===== src/rtl/shbd_pkg.sv =====
`default_nettype none
// ----------------------------------------------------------------------------
// shbd_pkg
// Shared constants, types and helpers of the 2x separable downscaler.
// ----------------------------------------------------------------------------
package shbd_pkg;

    localparam int NUM_TAPS      = 6;
    localparam int STORE_ROWS    = 11;
    localparam int WIN_TAPS      = 12;
    localparam int NUM_LANES     = 3;
    localparam int IN_BITS       = 16;
    localparam int COEF_BITS     = 10;
    localparam int DIM_BITS      = 11;
    localparam int DIM_EXT_BITS  = 14;
    localparam int ROW_BITS      = 10;
    localparam int POS_BITS      = 9;
    localparam int SLOT_BITS     = 4;
    localparam int DIST_BITS     = 4;
    localparam int LANE_BITS     = 2;
    localparam int CFG_IDX_BITS  = 3;
    localparam int MIN_DIM       = 12;
    localparam int MAX_HEIGHT    = 1024;
    localparam int CENTER_LAG    = 6;
    localparam int OUT_DATA_BITS = 40;
    localparam int OUT_PAD_BITS  = OUT_DATA_BITS - IN_BITS - 2 * POS_BITS;

    localparam int DEF_MAX_WIDTH   = 1024;
    localparam int DEF_SAMPLE_BITS = 16;
    localparam int DEF_ROUND_SHIFT = 8;

    typedef logic signed [COEF_BITS-1:0] coef_t;

    typedef enum logic [CFG_IDX_BITS-1:0] {
        REG_COEF_CENTER  = 3'd0,
        REG_COEF_SECOND  = 3'd1,
        REG_COEF_THIRD   = 3'd2,
        REG_COEF_FOURTH  = 3'd3,
        REG_COEF_FIFTH   = 3'd4,
        REG_COEF_OUTER   = 3'd5,
        REG_FRAME_WIDTH  = 3'd6,
        REG_FRAME_HEIGHT = 3'd7
    } reg_index_t;

    localparam coef_t COEF_RESET [NUM_TAPS] = '{
        10'sd86, 10'sd46, 10'sd4, -10'sd8, -10'sd4, 10'sd4
    };
    localparam logic [DIM_BITS-1:0] DIM_RESET = 11'd1024;

    // what one input sample asks of the filters
    typedef struct packed {
        logic                v_any;
        logic                v_three;
        logic                h_any;
        logic                h_three;
        logic [POS_BITS-1:0] row_base;
    } job_t;

    // distance from the newest sample to the older sample of the center pair
    function automatic logic [DIST_BITS-1:0] lane_offset(input logic three,
                                                         input logic [LANE_BITS-1:0] lane);
        logic [DIST_BITS-1:0] e;
        if (three) begin
            e = DIST_BITS'(CENTER_LAG - 1) - DIST_BITS'({lane, 1'b0});
        end else begin
            e = DIST_BITS'(CENTER_LAG);
        end
        return e;
    endfunction

    function automatic logic [DIST_BITS-1:0] far_dist(input logic [DIST_BITS-1:0] e,
                                                      input int k);
        return e + DIST_BITS'(k);
    endfunction

    // newer sample of a pair, clamped at the newest one
    function automatic logic [DIST_BITS-1:0] near_dist(input logic [DIST_BITS-1:0] e,
                                                       input int k);
        logic [DIST_BITS-1:0] d;
        if (e > DIST_BITS'(k)) begin
            d = e - DIST_BITS'(k) - DIST_BITS'(1);
        end else begin
            d = '0;
        end
        return d;
    endfunction

    // bank holding the row d rows above the row in slot, modulo the store depth
    function automatic logic [SLOT_BITS-1:0] bank_of(input logic [SLOT_BITS-1:0] slot,
                                                     input logic [DIST_BITS-1:0] d);
        logic [SLOT_BITS-1:0] b;
        if (slot >= d) begin
            b = slot - d;
        end else begin
            b = slot + SLOT_BITS'(STORE_ROWS) - d;
        end
        return b;
    endfunction

endpackage
`default_nettype wire


===== src/rtl/shbd_hfilt.sv =====
`default_nettype none
// ----------------------------------------------------------------------------
// shbd_hfilt
// Horizontal windows of vertical results, result sequencer, horizontal
// filter with registered products, and the output register.
// ----------------------------------------------------------------------------
module shbd_hfilt #(
    parameter int MAX_WIDTH   = shbd_pkg::DEF_MAX_WIDTH,
    parameter int SAMPLE_BITS = shbd_pkg::DEF_SAMPLE_BITS,
    parameter int ROUND_SHIFT = shbd_pkg::DEF_ROUND_SHIFT
) (
    input  wire logic                                   aclk,
    input  wire logic                                   aresetn,
    input  wire logic                                   load,
    input  wire shbd_pkg::job_t                         job,
    input  wire logic signed [SAMPLE_BITS-1:0]          vres [shbd_pkg::NUM_LANES],
    input  wire logic [$clog2(MAX_WIDTH)-1:0]           col,
    input  wire logic [$clog2(MAX_WIDTH)-1:0]           col_base,
    input  wire logic [$clog2(MAX_WIDTH)-1:0]           col_done,
    input  wire logic [shbd_pkg::POS_BITS-1:0]          row_done,
    input  wire shbd_pkg::coef_t                        coef [shbd_pkg::NUM_TAPS],
    output logic                                        seq_ready,
    output logic                                        m_tvalid,
    input  wire logic                                   m_tready,
    output logic [shbd_pkg::OUT_DATA_BITS-1:0]          m_tdata,
    output logic                                        m_tlast,
    output logic                                        m_tuser
);
    import shbd_pkg::*;

    localparam int COL_BITS  = $clog2(MAX_WIDTH);
    localparam int PROD_BITS = SAMPLE_BITS + 1 + COEF_BITS;
    localparam int ACC_BITS  = PROD_BITS + 3;
    localparam logic signed [ACC_BITS-1:0] ROUND_HALF = ACC_BITS'(1) << (ROUND_SHIFT - 1);
    localparam logic [LANE_BITS-1:0] LAST_LANE = LANE_BITS'(NUM_LANES - 1);

    // windows: tap t holds the vertical result of column col - t
    logic signed [SAMPLE_BITS-1:0] win_reg [NUM_LANES][WIN_TAPS];

    always_ff @(posedge aclk) begin
        if (load && job.v_any) begin
            for (int j = 0; j < NUM_LANES; j++) begin
                if (j == 0 || job.v_three) begin
                    for (int t = 0; t < WIN_TAPS; t++) begin
                        // first column fills the window, which clamps the left edge
                        if (col == '0 || t == 0) begin
                            win_reg[j][t] <= vres[j];
                        end else begin
                            win_reg[j][t] <= win_reg[j][t-1];
                        end
                    end
                end
            end
        end
    end

    // sequencer over the results of one input sample
    logic                 seq_v_reg, seq_v_next;
    logic [LANE_BITS-1:0] lane_reg, lane_next;
    logic [LANE_BITS-1:0] pos_reg, pos_next;
    job_t                 sjob_reg, sjob_next;
    logic [COL_BITS-1:0]  scol_reg, scol_next;
    logic [LANE_BITS-1:0] lane_max, pos_max;
    logic                 seq_last, emit, start;
    logic                 h1_ready, out_ready;

    logic                 h1_v_reg;
    logic signed [PROD_BITS-1:0] h1_prod_reg [NUM_TAPS];
    logic signed [PROD_BITS-1:0] h1_prod_next [NUM_TAPS];
    logic [POS_BITS-1:0]  h1_row_reg;
    logic [COL_BITS-1:0]  h1_col_reg;
    logic                 h1_last_reg, h1_done_reg;
    logic [POS_BITS-1:0]  emit_row;
    logic [COL_BITS-1:0]  emit_col;

    logic                 out_v_reg;
    logic signed [SAMPLE_BITS-1:0] out_res;
    logic [IN_BITS-1:0]   out_sample_reg;
    logic [POS_BITS-1:0]  out_row_reg;
    logic [POS_BITS-1:0]  out_col_reg;
    logic                 out_last_reg, out_done_reg;

    assign lane_max  = sjob_reg.v_three ? LAST_LANE : '0;
    assign pos_max   = sjob_reg.h_three ? LAST_LANE : '0;
    assign seq_last  = (lane_reg == lane_max) && (pos_reg == pos_max);
    assign out_ready = !out_v_reg || m_tready;
    assign h1_ready  = !h1_v_reg || out_ready;
    assign emit      = seq_v_reg && h1_ready;
    assign seq_ready = !seq_v_reg || (emit && seq_last);
    assign start     = load && job.v_any && job.h_any;

    always_comb begin
        seq_v_next = seq_v_reg;
        lane_next  = lane_reg;
        pos_next   = pos_reg;
        sjob_next  = sjob_reg;
        scol_next  = scol_reg;
        if (emit) begin
            if (seq_last) begin
                seq_v_next = 1'b0;
            end else if (pos_reg == pos_max) begin
                pos_next  = '0;
                lane_next = lane_reg + LANE_BITS'(1);
            end else begin
                pos_next = pos_reg + LANE_BITS'(1);
            end
        end
        if (start) begin
            seq_v_next = 1'b1;
            lane_next  = '0;
            pos_next   = '0;
            sjob_next  = job;
            scol_next  = col_base;
        end
    end

    always_ff @(posedge aclk) begin
        if (!aresetn) begin
            seq_v_reg <= 1'b0;
        end else begin
            seq_v_reg <= seq_v_next;
        end
        lane_reg <= lane_next;
        pos_reg  <= pos_next;
        sjob_reg <= sjob_next;
        scol_reg <= scol_next;
    end

    // horizontal products for the current result
    always_comb begin
        logic [DIST_BITS-1:0] e;
        e = lane_offset(sjob_reg.h_three, pos_reg);
        for (int k = 0; k < NUM_TAPS; k++) begin
            h1_prod_next[k] = (PROD_BITS'(win_reg[lane_reg][far_dist(e, k)]) +
                               PROD_BITS'(win_reg[lane_reg][near_dist(e, k)])) *
                              PROD_BITS'(coef[k]);
        end
    end

    assign emit_row = sjob_reg.row_base + POS_BITS'(lane_reg);
    assign emit_col = scol_reg + COL_BITS'(pos_reg);

    always_ff @(posedge aclk) begin
        if (!aresetn) begin
            h1_v_reg <= 1'b0;
        end else if (h1_ready) begin
            h1_v_reg <= emit;
        end
        if (emit) begin
            h1_prod_reg <= h1_prod_next;
            h1_row_reg  <= emit_row;
            h1_col_reg  <= emit_col;
            h1_last_reg <= seq_last;
            h1_done_reg <= (emit_row == row_done) && (emit_col == col_done);
        end
    end

    always_comb begin
        logic signed [ACC_BITS-1:0] acc;
        acc = ROUND_HALF;
        for (int k = 0; k < NUM_TAPS; k++) begin
            acc = acc + ACC_BITS'(h1_prod_reg[k]);
        end
        acc     = acc >>> ROUND_SHIFT;
        out_res = acc[SAMPLE_BITS-1:0];
    end

    always_ff @(posedge aclk) begin
        if (!aresetn) begin
            out_v_reg <= 1'b0;
        end else if (out_ready) begin
            out_v_reg <= h1_v_reg;
        end
        if (h1_v_reg && out_ready) begin
            out_sample_reg <= IN_BITS'(out_res);
            out_row_reg    <= h1_row_reg;
            out_col_reg    <= POS_BITS'(h1_col_reg);
            out_last_reg   <= h1_last_reg;
            out_done_reg   <= h1_done_reg;
        end
    end

    assign m_tvalid = out_v_reg;
    assign m_tdata  = {{OUT_PAD_BITS{1'b0}}, out_col_reg, out_row_reg, out_sample_reg};
    assign m_tlast  = out_last_reg;
    assign m_tuser  = out_done_reg;

endmodule
`default_nettype wire


===== config.mk =====
export PLATFORM = sky130hd
export DESIGN_NAME = shbd_hfilt
export DESIGN_NICKNAME = d
export VERILOG_FILES = /design/src/rtl/shbd_pkg.sv /design/src/rtl/shbd_hfilt.sv
export SDC_FILE = /design/constraint.sdc
export NUM_CORES = 2
export LEC_CHECK = 0
export ABC_CLOCK_PERIOD_IN_PS = 10800
export BUFFER_PORTS_ARGS = -buffer_cell sky130_fd_sc_hd__buf_2
export CORE_MARGIN = 1
export CORE_UTILIZATION = 47
export CTS_CLUSTER_SIZE = 12
export DETAILED_ROUTE_END_ITERATION = 16
export PLACE_DENSITY_LB_ADDON = 0.3
export SLEW_MARGIN = 10
export SYNTH_ARGS = -nofsm -noshare
export SYNTH_HDL_FRONTEND = slang
export SYNTH_SLANG_ARGS = --single-unit

===== constraint.sdc =====
create_clock -name aclk -period 10.8 [get_ports aclk]
set_input_delay 1.62 -clock aclk [delete_from_list [all_inputs] [get_ports aclk]]
set_output_delay 1.62 -clock aclk [all_outputs]
set_load 0.01 [all_outputs]

==> results.ini <==
[outcome]
outcome=finished, final reports clean

[hold_path]
hold_depth=0
min_path_type=reg2reg
min_from=h1_row_reg[3]
hold_end=out_row_reg[3]

[flow_run]
max_cap_viol_count=0

[yosys]
yosysWarnings=0
yosysTopAreaCellShare_pct=28.4
ys.flop_type=edfxtp_1
yosysTopAreaCell=edfxtp_1
yosysMostFrequentCell=nand2_1
async_flop_share_pct=0
seq_area_frac_synth_pct=28.7
syn_inst=9124
synthTopCellsByArea=edfxtp_1 (28%), fa_1 (21%), ha_1 (7.3%), nand2_1 (7.2%), inv_1 (4.9%)
synthTopCellsByCount=nand2_1 (1607), inv_1 (1102), fa_1 (889)
syn_area_per_cell_sq_um=9.22
netlist_area_sq_mm=0.0841
synth_edf_count=797
yosysUniqueCellTypes=86
ys_ff_latch=806

[clock_network]
cts_hold_buf=0
cts_buffers=92
cts-root-buf=clkbuf_16
clk_pin_slew_worst_paths_ps=70
cts.sinks=806
cts_tree=built
clk_latency_ps=780
clockBufferDepth=3
htreeDepth=3

[global_route]
antenna_found_initial=17
gr-usage-all-layers_pct=30.6
grt_pass1_vias=68500
grt.overflow.total=0
grt_max_degree=201
grt_pass1_wl_um=421000

[placement]
io_buffers=201
place.gp.congestion=1.06
dp_hpwl_um=214000

[setup_path]
worstRegToRegCells=38
timing.rr.start=pos_reg[0]
crit_top_cell=fa_1
worst-r2r-setup-slack_ps=370
cp-start-kind=register
critPathCaptureType=register
critPathArrivalTime_ps=10920
critPathKind=reg2reg
cp_slowest_cell=fa_1
required_ps=11280
max_stage_delay_ps=530
r2r_end=h1_prod_reg[104]
cp_max_fo=61

[route]
drt-wirelength-per-cell_um=23.4
routed-wl-met2_um=122000
vias_per_cell=5.74
met3_length_um=22800
wl_met1_um=116000
ant_nets=0
drt_iter0_drc=6567
drt-total-wl_um=276000
top_layer=met5
drt-pass1-iter-count=6
vias=67800
remaining_drc_errors=0

[timing]
hold_viol=0
final.period_utilization_pct=96.6
slew_headroom_pct=20.6
setup_violations=0
period_minus_slack_ps=10430
drv_slew=0
tns_ps=0
worstMarginPinSlew_ps=1180
skew_ps=44.8
fmax_mhz=95.9

[layout]
seqCellArea_sq_mm=0.0241
fill_cells=16100
area_growth_pct=10.6
drive_gt1_share_pct=9.12
multi_input_area_sq_mm=0.0542
largest_reg_flops=576
nets=10900

[floorplan]
rows=154
die_h_um=425
coreArea_sq_mm=0.177
fp.dieW_um=425
start_util_pct=47.6
io-pin-count=208
dieArea_sq_mm=0.181

-- per-layer routing --
| metal | vias to the layer above | global-route usage (%) |
|---|---|---|
| met1 | 33600 | 41.2 |
| met5 | - | 0 |
| met2 | 2823 | 47.3 |
| li1 | 30700 | - |
| met3 | 618 | 5.84 |
| met4 | 8 | 14.7 |
-- worst max-delay path, delay by kind of cell, from the launching register on --
kind            cells  cell delay (ps)
flops               1              350
simple gates        7             1010
fa+ha+maj           8             3680
xor+xnor            4             1000
buf+inv             6             1190
compound gates     13             2790
-- cell families (layout without fill, tap and decap cells) --
| logic type | Yosys count | count (layout) | synth area share, % |
|---|---|---|---|
| compound gates | 1709 | 1709 | 12.6 |
| xor+xnor | 316 | 316 | 3.36 |
| fa+ha+maj | 1378 | 1378 | 28.4 |
| buf+inv | 1570 | 1902 | 7.06 |
| flops | 806 | 806 | 28.7 |
| mux | 361 | 361 | 4.45 |
| other cells | 1 | 14 | 0.00446 |
| simple gates | 2983 | 2983 | 15.4 |
-- through the flow --
stage,worst slack [ps],hold WS (ps),util (%),cells,instance area (sq um)
2_1_floorplan,613,400,-,9129,84200
3_3_place_gp,290,402,50.8,11600,89900
3_5_place_dp,241,405,50.8,11600,89900
4_1_cts,148,411,52.5,11800,92900
5_1_grt,-7.54,415,52.6,11800,93000
6_report,370,412,52.6,11800,93100
-- cell usage in the layout (no fill, tap or decap), types with 22 or more instances in the layout --
cell,synthesis,final
a22oi_1,24,24
a221oi_1,24,23
a31oi_1,30,29
o21ai_0,397,393
clkbuf_16,0,93
o22ai_1,64,64
clkbuf_1,355,22
fa_1,889,889
nor3_1,64,63
buf_4,6,399
ha_1,489,487
nand2_1,1607,1606
a211oi_1,86,85
buf_2,23,201
buf_12,0,25
xnor2_1,227,225
nor2b_1,78,77
xor2_1,84,84
mux2i_1,328,328
nor2_1,614,610
inv_1,1102,1100
nand2b_1,84,84
a21o_1,254,254
nand3_1,64,64
o21a_1,57,57
o21bai_1,29,29
and2_1,387,386
a21oi_1,525,519
o211ai_1,70,70
edfxtp_1,797,797
mux2_2,25,25
-- worst max-delay path by stage --
stage               depth (start not counted)       start  slack [ps]          endpoint
global placement                           38  pos_reg[0]         290  h1_prod_reg[104]
detailed placement                         38  pos_reg[0]         240  h1_prod_reg[104]
floorplan                                  40  pos_reg[1]         610   h1_prod_reg[22]
global route                               40    register          -8   h1_prod_reg[77]
finish                                     38  pos_reg[0]         370  h1_prod_reg[104]
CTS                                        38  pos_reg[0]         150  h1_prod_reg[104]
-- final cells by class --
cell class,instances,share of cell area [%]
diodes,8,0.0215
clock buffers,114,2.56
clock inverters,49,0.616
inverters,1107,4.48
multi-input cells,6753,58.3
flip-flops and latches,806,25.9
well taps,2340,3.15
repair buffers,632,4.98
-- what timing repair did --
action | CTS | global route
setup endpoints to repair | 0 | 5
buffers inserted | 0 | 2
resized for setup | 0 | 22
Power is not shown: default switching activity piles up to over one toggle a cycle in this logic, so the estimate is an artifact.
